==> config.mk <==
export PLATFORM = sky130hd
export DESIGN_NAME = dirty_rect_merge_queue_top
export DESIGN_NICKNAME = d
export VERILOG_FILES = /design/src/sv/drmq_pkg.sv /design/src/sv/drmq_datapath.sv /design/src/sv/drmq_control.sv /design/src/sv/dirty_rect_merge_queue_top.sv
export SDC_FILE = /design/constraint.sdc
export NUM_CORES = 2
export LEC_CHECK = 0
export BUFFER_PORTS_ARGS = -buffer_cell sky130_fd_sc_hd__buf_2
export CAP_MARGIN = 20
export CORE_MARGIN = 1
export CORE_UTILIZATION = 55
export CTS_CLUSTER_DIAMETER = 80
export DETAILED_ROUTE_END_ITERATION = 10
export PLACE_DENSITY = 0.76
export SLEW_MARGIN = 5
export SYNTH_ARGS = -nofsm -noshare
export SYNTH_HDL_FRONTEND = slang
export SYNTH_SLANG_ARGS = --single-unit
==> constraint.sdc <==
create_clock -name clock -period 23.4 [get_ports clock]
set_input_delay 3.51 -clock clock [delete_from_list [all_inputs] [get_ports clock]]
set_output_delay 3.51 -clock clock [all_outputs]
set_load 0.02 [all_outputs]
==> src/sv/drmq_pkg.sv <==
`default_nettype none
package drmq_pkg;
   typedef struct packed {
      logic signed [15:0] x1;
      logic signed [15:0] y1;
      logic signed [15:0] x2;
      logic signed [15:0] y2;
   } rect_type;

   typedef enum logic [3:0] {
      ST_IDLE,
      ST_SCAN_RD,
      ST_SCAN_CHK,
      ST_APPEND,
      ST_CP_SRC_RD,
      ST_CP_SRC_LD,
      ST_CP_DST_RD,
      ST_CP_DST_CHK,
      ST_SH_RD,
      ST_SH_WR,
      ST_DR_RD,
      ST_DR_OUT
   } state_type;

   typedef enum logic [1:0] {
      ADDR_SCAN,
      ADDR_SRC,
      ADDR_SHIFT
   } addr_sel_type;

   typedef enum logic [2:0] {
      WR_NONE,
      WR_NEW,
      WR_JOIN_NEW,
      WR_JOIN_SRC,
      WR_SHIFT
   } wr_sel_type;

   typedef struct packed {
      logic         load_new;
      logic         load_src;
      addr_sel_type addr_sel;
      wr_sel_type   wr_sel;
      logic         out_load;
   } cmd_type;

   typedef struct packed {
      logic overlap_new;
      logic overlap_src;
   } status_type;

   function automatic logic overlaps(rect_type a, rect_type b);
      logic signed [15:0] lx, ly, hx, hy;
      lx = (a.x1 > b.x1) ? a.x1 : b.x1;
      ly = (a.y1 > b.y1) ? a.y1 : b.y1;
      hx = (a.x2 < b.x2) ? a.x2 : b.x2;
      hy = (a.y2 < b.y2) ? a.y2 : b.y2;
      return (lx <= hx) && (ly <= hy);
   endfunction

   function automatic rect_type join_rect(rect_type a, rect_type b);
      rect_type c;
      c.x1 = (a.x1 < b.x1) ? a.x1 : b.x1;
      c.y1 = (a.y1 < b.y1) ? a.y1 : b.y1;
      c.x2 = (a.x2 > b.x2) ? a.x2 : b.x2;
      c.y2 = (a.y2 > b.y2) ? a.y2 : b.y2;
      return c;
   endfunction
endpackage
`default_nettype wire

==> src/sv/drmq_datapath.sv <==
`default_nettype none
module drmq_datapath #(
   parameter int DEPTH = 32,
   parameter int AW = 5
) (
   input  wire                   clock,
   input  drmq_pkg::cmd_type     cmd,
   input  wire [AW-1:0]          idx,
   input  wire [AW-1:0]          src,
   input  drmq_pkg::rect_type    in_rect,
   output drmq_pkg::status_type  status,
   output drmq_pkg::rect_type    out_rect
);
   drmq_pkg::rect_type mem [DEPTH];
   drmq_pkg::rect_type rd_ff;
   drmq_pkg::rect_type new_ff, src_ff, out_ff;
   logic [AW-1:0] addr, wa;
   drmq_pkg::rect_type wd;

   always_comb begin
      case (cmd.addr_sel)
         drmq_pkg::ADDR_SCAN:  addr = idx;
         drmq_pkg::ADDR_SRC:   addr = AW'(src - 1'b1);
         drmq_pkg::ADDR_SHIFT: addr = AW'(idx + 1'b1);
         default:              addr = idx;
      endcase
      wa = idx;
      case (cmd.wr_sel)
         drmq_pkg::WR_NEW:      wd = new_ff;
         drmq_pkg::WR_JOIN_NEW: wd = drmq_pkg::join_rect(rd_ff, new_ff);
         drmq_pkg::WR_JOIN_SRC: wd = drmq_pkg::join_rect(rd_ff, src_ff);
         drmq_pkg::WR_SHIFT:    wd = rd_ff;
         default:               wd = rd_ff;
      endcase
   end

   always_ff @(posedge clock) begin
      rd_ff <= mem[addr];
      if (cmd.wr_sel != drmq_pkg::WR_NONE) begin
         mem[wa] <= wd;
      end
      if (cmd.load_new) begin
         new_ff <= in_rect;
      end
      if (cmd.load_src) begin
         src_ff <= rd_ff;
      end
      if (cmd.out_load) begin
         out_ff <= rd_ff;
      end
   end

   assign status.overlap_new = drmq_pkg::overlaps(rd_ff, new_ff);
   assign status.overlap_src = drmq_pkg::overlaps(rd_ff, src_ff);
   assign out_rect = out_ff;
endmodule
`default_nettype wire

==> src/sv/drmq_control.sv <==
`default_nettype none
module drmq_control #(
   parameter int DEPTH = 32,
   parameter int AW = 5,
   parameter int CW = 6
) (
   input  wire                  clock,
   input  wire                  reset,
   input  wire                  req_tvalid,
   output logic                 req_tready,
   input  wire                  req_op,
   input  wire                  req_empty,
   output logic                 rsp_tvalid,
   input  wire                  rsp_tready,
   output logic                 rsp_last,
   input  drmq_pkg::status_type status,
   output drmq_pkg::cmd_type    cmd,
   output logic [AW-1:0]        idx,
   output logic [AW-1:0]        src
);
   drmq_pkg::state_type state_ff, state_in;
   logic [CW-1:0] cnt_ff, cnt_in, i_ff, i_in, s_ff, s_in;
   logic vld_ff, vld_in, last_ff, last_in;

   assign idx = i_ff[AW-1:0];
   assign src = s_ff[AW-1:0];
   assign rsp_tvalid = vld_ff;
   assign rsp_last = last_ff;
   assign req_tready = (state_ff == drmq_pkg::ST_IDLE) && !vld_ff;

   always_comb begin
      state_in = state_ff;
      cnt_in = cnt_ff;
      i_in = i_ff;
      s_in = s_ff;
      vld_in = vld_ff && !rsp_tready;
      last_in = last_ff;
      case (state_ff)
         drmq_pkg::ST_IDLE: begin
            if (req_tvalid && req_tready) begin
               i_in = '0;
               if (req_op) begin
                  if (cnt_ff != '0) state_in = drmq_pkg::ST_DR_RD;
               end else if (!req_empty) begin
                  state_in = (cnt_ff == '0) ? drmq_pkg::ST_APPEND : drmq_pkg::ST_SCAN_RD;
               end
            end
         end
         drmq_pkg::ST_SCAN_RD: state_in = drmq_pkg::ST_SCAN_CHK;
         drmq_pkg::ST_SCAN_CHK: begin
            if (status.overlap_new) begin
               s_in = cnt_ff;
               state_in = drmq_pkg::ST_CP_SRC_RD;
            end else if (i_ff + 1'b1 < cnt_ff) begin
               i_in = i_ff + 1'b1;
               state_in = drmq_pkg::ST_SCAN_RD;
            end else if (cnt_ff < CW'(DEPTH)) begin
               i_in = cnt_ff;
               state_in = drmq_pkg::ST_APPEND;
            end else begin
               s_in = cnt_ff;
               state_in = drmq_pkg::ST_CP_SRC_RD;
            end
         end
         drmq_pkg::ST_APPEND: begin
            cnt_in = cnt_ff + 1'b1;
            state_in = drmq_pkg::ST_IDLE;
         end
         drmq_pkg::ST_CP_SRC_RD: begin
            if (s_ff == '0) begin
               state_in = drmq_pkg::ST_IDLE;
            end else begin
               s_in = s_ff - 1'b1;
               state_in = drmq_pkg::ST_CP_SRC_LD;
            end
         end
         drmq_pkg::ST_CP_SRC_LD: begin
            if (s_ff >= cnt_ff) begin
               state_in = drmq_pkg::ST_CP_SRC_RD;
            end else begin
               i_in = '0;
               state_in = drmq_pkg::ST_CP_DST_RD;
            end
         end
         drmq_pkg::ST_CP_DST_RD: begin
            if (i_ff == s_ff) begin
               i_in = i_ff + 1'b1;
               if (i_ff + 1'b1 >= cnt_ff) state_in = drmq_pkg::ST_CP_SRC_RD;
            end else begin
               state_in = drmq_pkg::ST_CP_DST_CHK;
            end
         end
         drmq_pkg::ST_CP_DST_CHK: begin
            if (status.overlap_src) begin
               i_in = s_ff;
               state_in = (s_ff + 1'b1 < cnt_ff) ? drmq_pkg::ST_SH_RD : drmq_pkg::ST_SH_WR;
            end else if (i_ff + 1'b1 < cnt_ff) begin
               i_in = i_ff + 1'b1;
               state_in = drmq_pkg::ST_CP_DST_RD;
            end else begin
               state_in = drmq_pkg::ST_CP_SRC_RD;
            end
         end
         drmq_pkg::ST_SH_RD: state_in = drmq_pkg::ST_SH_WR;
         drmq_pkg::ST_SH_WR: begin
            if (i_ff + 2'd2 < cnt_ff) begin
               i_in = i_ff + 1'b1;
               state_in = drmq_pkg::ST_SH_RD;
            end else begin
               cnt_in = cnt_ff - 1'b1;
               state_in = drmq_pkg::ST_CP_SRC_RD;
            end
         end
         drmq_pkg::ST_DR_RD: begin
            if (!vld_ff || rsp_tready) state_in = drmq_pkg::ST_DR_OUT;
         end
         drmq_pkg::ST_DR_OUT: begin
            vld_in = 1'b1;
            last_in = (i_ff + 1'b1 == cnt_ff);
            if (i_ff + 1'b1 == cnt_ff) begin
               cnt_in = '0;
               state_in = drmq_pkg::ST_IDLE;
            end else begin
               i_in = i_ff + 1'b1;
               state_in = drmq_pkg::ST_DR_RD;
            end
         end
         default: state_in = drmq_pkg::ST_IDLE;
      endcase
   end

   always_comb begin
      cmd = '0;
      cmd.addr_sel = drmq_pkg::ADDR_SCAN;
      cmd.wr_sel = drmq_pkg::WR_NONE;
      case (state_ff)
         drmq_pkg::ST_IDLE: cmd.load_new = req_tvalid && req_tready;
         drmq_pkg::ST_SCAN_CHK: begin
            if (status.overlap_new || (i_ff + 1'b1 >= cnt_ff && cnt_ff == CW'(DEPTH)))
               cmd.wr_sel = drmq_pkg::WR_JOIN_NEW;
         end
         drmq_pkg::ST_APPEND: begin
            cmd.addr_sel = drmq_pkg::ADDR_SCAN;
            cmd.wr_sel = drmq_pkg::WR_NEW;
         end
         drmq_pkg::ST_CP_SRC_RD: cmd.addr_sel = drmq_pkg::ADDR_SRC;
         drmq_pkg::ST_CP_SRC_LD: cmd.load_src = 1'b1;
         drmq_pkg::ST_CP_DST_CHK: begin
            if (status.overlap_src) cmd.wr_sel = drmq_pkg::WR_JOIN_SRC;
         end
         drmq_pkg::ST_SH_RD: cmd.addr_sel = drmq_pkg::ADDR_SHIFT;
         drmq_pkg::ST_SH_WR: begin
            if (i_ff + 1'b1 < cnt_ff) cmd.wr_sel = drmq_pkg::WR_SHIFT;
            cmd.addr_sel = drmq_pkg::ADDR_SHIFT;
         end
         drmq_pkg::ST_DR_OUT: cmd.out_load = 1'b1;
         default: cmd.addr_sel = drmq_pkg::ADDR_SCAN;
      endcase
   end

   always_ff @(posedge clock) begin
      if (reset) begin
         state_ff <= drmq_pkg::ST_IDLE;
         cnt_ff <= '0;
         i_ff <= '0;
         s_ff <= '0;
         vld_ff <= 1'b0;
         last_ff <= 1'b0;
      end else begin
         state_ff <= state_in;
         cnt_ff <= cnt_in;
         i_ff <= i_in;
         s_ff <= s_in;
         vld_ff <= vld_in;
         last_ff <= last_in;
      end
   end

   a_cnt_bound: assert property (@(posedge clock) disable iff (reset) cnt_ff <= CW'(DEPTH))
      else $error("entry count above depth");
   a_ready_idle: assert property (@(posedge clock) disable iff (reset)
      req_tready |-> state_ff == drmq_pkg::ST_IDLE)
      else $error("ready outside idle");
   a_drain_clears: assert property (@(posedge clock) disable iff (reset)
      (state_ff == drmq_pkg::ST_DR_OUT && state_in == drmq_pkg::ST_IDLE) |=> cnt_ff == '0)
      else $error("drain left entries");
endmodule
`default_nettype wire

==> src/sv/dirty_rect_merge_queue_top.sv <==
// Queue item: each stored entry is read and checked for overlap in turn; with no overlap the item is appended,
// or merged into the last entry when the list is full. A merge starts a compaction pass that folds overlapping entries.
// Drain: each entry is read and then loaded into the output register; the receiver can hold off the drain.
// One item is handled at a time; ready is high only while idle with no word waiting.
// Synchronous reset empties the list; entry contents stay undefined until written.
`default_nettype none
module dirty_rect_merge_queue_top #(
   parameter int DEPTH = 32
) (
   input  wire         clock,
   input  wire         reset,
   input  wire         req_tvalid,
   output logic        req_tready,
   input  wire  [63:0] req_tdata,  // min_x, min_y, max_x, max_y
   input  wire         req_tuser,  // op
   output logic        rsp_tvalid,
   input  wire         rsp_tready,
   output logic [63:0] rsp_tdata,  // out_min_x, out_min_y, out_max_x, out_max_y
   output logic        rsp_tlast   // is_last
);
   localparam int AW = $clog2(DEPTH);
   localparam int CW = $clog2(DEPTH + 1);

   drmq_pkg::rect_type in_rect, out_rect;
   drmq_pkg::cmd_type cmd;
   drmq_pkg::status_type status;
   logic [AW-1:0] idx, src;
   logic empty;

   assign in_rect.x1 = req_tdata[15:0];
   assign in_rect.y1 = req_tdata[31:16];
   assign in_rect.x2 = req_tdata[47:32];
   assign in_rect.y2 = req_tdata[63:48];
   assign empty = (in_rect.x2 < in_rect.x1) || (in_rect.y2 < in_rect.y1);

   drmq_control #(.DEPTH(DEPTH), .AW(AW), .CW(CW)) u_ctrl (
      .clock, .reset, .req_tvalid, .req_tready, .req_op(req_tuser), .req_empty(empty),
      .rsp_tvalid, .rsp_tready, .rsp_last(rsp_tlast), .status, .cmd, .idx, .src
   );

   drmq_datapath #(.DEPTH(DEPTH), .AW(AW)) u_dp (
      .clock, .cmd, .idx, .src, .in_rect, .status, .out_rect
   );

   assign rsp_tdata = {out_rect.y2, out_rect.x2, out_rect.y1, out_rect.x1};
endmodule
`default_nettype wire

==> flow_metrics.env <==
export IMPL_status="completed"
export IMPL_fp_dieW_um=422
export IMPL_routabilityCongestion=0.991
export IMPL_timing_critical_path_mode_cell="buf_4"
export IMPL_p_total_mw=15.3
export IMPL_hold_violations=0
export IMPL_core_mm2=0.174
export IMPL_dieHeight_um=422
export IMPL_area_growth_pct=12.1
export IMPL_synthMuxAreaShare=0.134
export IMPL_slew_headroom=0.191
export IMPL_grt_max_degree=128
export IMPL_worst_pin_slew_ns=1.21
export IMPL_synth_sequential_area_ratio=0.713
export IMPL_overflow=0
export IMPL_synth_cell_types=70
export IMPL_synth_fp_nets=5948
export IMPL_yosys_warnings=0
export IMPL_yosysMostFrequentCell="edfxtp_1"
export IMPL_period_minus_slack_ns=8.43
export IMPL_root_buffer="clkbuf_16"
export IMPL_setup_viol=0
export IMPL_grt_pass1_vias=54500
export IMPL_worstHoldPathType="reg2reg"
export IMPL_rows=153
export IMPL_top_layer="met5"
export IMPL_ant_nets=0
export IMPL_cp_max_fo=31
export IMPL_critPathMaxStageDelay_ns=0.73
export IMPL_synth_simple_gate_area_frac=0.0529
export IMPL_via_per_inst=6.61
export IMPL_pwr_density_cell_mw_per_mm2=140
export IMPL_num_vias=55400
export IMPL_first_iter_violations=8013
export IMPL_cts_sinks=2328
export IMPL_wl_per_cell_um=32.6
export IMPL_min_period_over_period=0.360
export IMPL_synthAdderAreaFrac=0.0341
export IMPL_synth_top_family_by_area="multiplexers"
export IMPL_port_buffers=135
export IMPL_antenna_found_initial=15
export IMPL_fmax_mhz=119
export IMPL_crit_buf_inv=4
export IMPL_peakVddDrop_v=0.000118
export IMPL_dpl_hpwl_um=157000
export IMPL_drc_errors=0
export IMPL_rrSetupSlack_ns=14.97
export IMPL_critPathKind="reg2reg"
export IMPL_wl_met2_um=132000
export IMPL_postSynthAreaPerCell_um2=17.2
export IMPL_synth_compound_area_frac=0.0446
export IMPL_grt_usage=0.306
export IMPL_synthCells=5616
export IMPL_synthXorXnorAreaFrac=0.00217
export IMPL_cts_resized=0
export IMPL_final_nets=6182
export IMPL_yosysTopAreaCell="edfxtp_1"
export IMPL_wl_met1_um=98400
export IMPL_clockBufferDepth=3
export IMPL_synth_seq_cells=2328
export IMPL_ys_flop_type="edfxtp_1"
export IMPL_tritoncts="built"
export IMPL_totalWireLength_um=273000
export IMPL_arrival_ns=8.93
export IMPL_drive_above_1_share=0.202
export IMPL_start_util=0.555
export IMPL_cts_buffers_inserted=224
export IMPL_max_cap_violations=0
export IMPL_rsz0062_at_grt="false"
export IMPL_die_area_mm2=0.178
export IMPL_fillCellCount=11900
export IMPL_mappedNetlistArea_mm2=0.0968
export IMPL_wl_met3_um=27100
export IMPL_cts_max_level=4
export IMPL_cp_top_family="compound AO/OA/AOI/OAI gates"
export IMPL_synthTopCellsByArea="edfxtp_1 69%, mux4_2 12%, ha_1 3.4%"
export IMPL_cellLeakagePower_nw=36.6
export IMPL_synth_common_cells="2240 x edfxtp_1, 534 x nor2_1, 512 x mux4_2, 363 x nand2_1, 262 x ha_1"
export IMPL_clkLatencyLatePin_ns=0.91
export IMPL_finClkSkew_ns=0.0615
export IMPL_drv_slew=0
export IMPL_cp_end_kind="flop"
export IMPL_synth_top_area_share=0.695
export IMPL_async_reset_ff_frac=0
export IMPL_slowest_stage="buf_4"
export IMPL_path_cells="ha_1, a21oi_1, o21ai_0, a221oi_1, o21ai_0, xnor2_1, o41ai_2, buf_4, mux2_2, ha_1, nand4_1, nor4_1, a21boi_0, nor4_1, or4_4, o211ai_4, o21ai_1, buf_4, nor2_4, buf_4, buf_4"
export IMPL_firstDrtPassIters=6
export IMPL_io_pins=136
export IMPL_grt_pass1_wl_um=387000
export IMPL_clkSlewWorstSetupHoldPaths_ns=0.06
export IMPL_required_ns=23.91
export IMPL_hold_buffers=0
export IMPL_cts_setup_buffers=0
export IMPL_start_kind="flop"
export IMPL_synth_edf_count=2240
export IMPL_setup_tns_ns=0
==> layout by cell type, fill, tap and decap left out, types with 32 or more instances in the layout <==
cell,netlist,routed
buf_2,56,135
o211ai_1,75,75
o21ai_0,219,218
dfxtp_1,88,88
nand2_1,363,363
clkbuf_1,203,62
ha_1,262,262
clkinv_2,0,40
edfxtp_1,2240,2240
nor2_1,534,499
buf_4,0,120
mux4_2,512,512
nor2_4,0,33
mux2i_1,118,113
clkinv_1,0,32
inv_1,213,212
nand3_1,162,162
a21oi_1,113,110
nand4_1,44,44
clkbuf_16,0,226
a21o_1,37,37
a221o_1,52,52
==> area by class of cell <==
cell class | instances | area [µm²] | area share
clock inverter | 118 | 1250 | 0.0116
multi-input combinational | 2799 | 26400 | 0.243
tap | 2325 | 2910 | 0.0268
timing repair buffer | 284 | 2070 | 0.0191
sequential | 2328 | 69000 | 0.636
antenna | 14 | 35.0 | 0.000323
inverter | 213 | 802 | 0.00739
clock buffer | 301 | 6060 | 0.0558
==> registers in the layout (all words and copies together), names as in the netlist, 4 cells and up <==
| signal | flops |
|---|---|
| u_ctrl.s_ff | 6 |
| u_ctrl.i_ff | 6 |
| u_dp.mem | 2048 |
| u_dp.new_ff | 64 |
| u_dp.out_rect | 64 |
| u_dp.src_ff | 64 |
| u_ctrl.state_ff | 4 |
| u_ctrl.cnt_ff | 6 |
| u_dp.rd_ff | 64 |
==> metrics by stage <==
stage,instances,cell area (µm²),hold WS (ns),setup slack (ns),util
6_report,8382,109000,0.463,14.97,0.622
3_5_place_dp,7929,101000,0.460,15.10,0.578
5_1_grt,8371,109000,0.476,14.68,0.622
2_1_floorplan,5616,96800,0.466,15.36,-
4_1_cts,8348,108000,0.468,15.03,0.620
3_3_place_gp,7927,101000,0.444,15.36,0.578
==> report_power, final <==
group / switching [mW] / internal [mW]
clock network: 1.59 / 2.01
logic: 3.55 / 2.04
registers: 0.243 / 5.82
==> tightest hold or removal path, cell delays in order (launching register included) <==
cell     delay [ns]
dfxtp_1        0.31
nand2_1        0.05
a21oi_1        0.06
==> final timing paths <==
kind | start | to | cells after the start
setup / recovery | u_dp.rd_ff[59] | u_dp.mem[17][12] | 21
hold / removal | u_ctrl.rsp_last | u_ctrl.rsp_last | 2
setup reg to reg | u_dp.rd_ff[59] | u_dp.mem[17][12] | 21
hold reg to reg | u_ctrl.rsp_last | u_ctrl.rsp_last | 2
==> kinds of logic after synthesis <==
logic type	count (synthesis)
flip-flops	2328
AND/OR/NAND/NOR	1206
AO/OA/AOI/OAI	656
multiplexers	650
buffers and inverters	489
adder cells (fa/ha/maj)	263
XOR/XNOR	24
==> per-layer routing <==
metal / vias to the layer above / global-route usage
met5: - / 0
met4: 4 / 0.164
met3: 705 / 0.0575
met2: 3622 / 0.489
met1: 28400 / 0.400
li1: 22700 / -
Note: power is estimated with default switching activity, not from simulation.
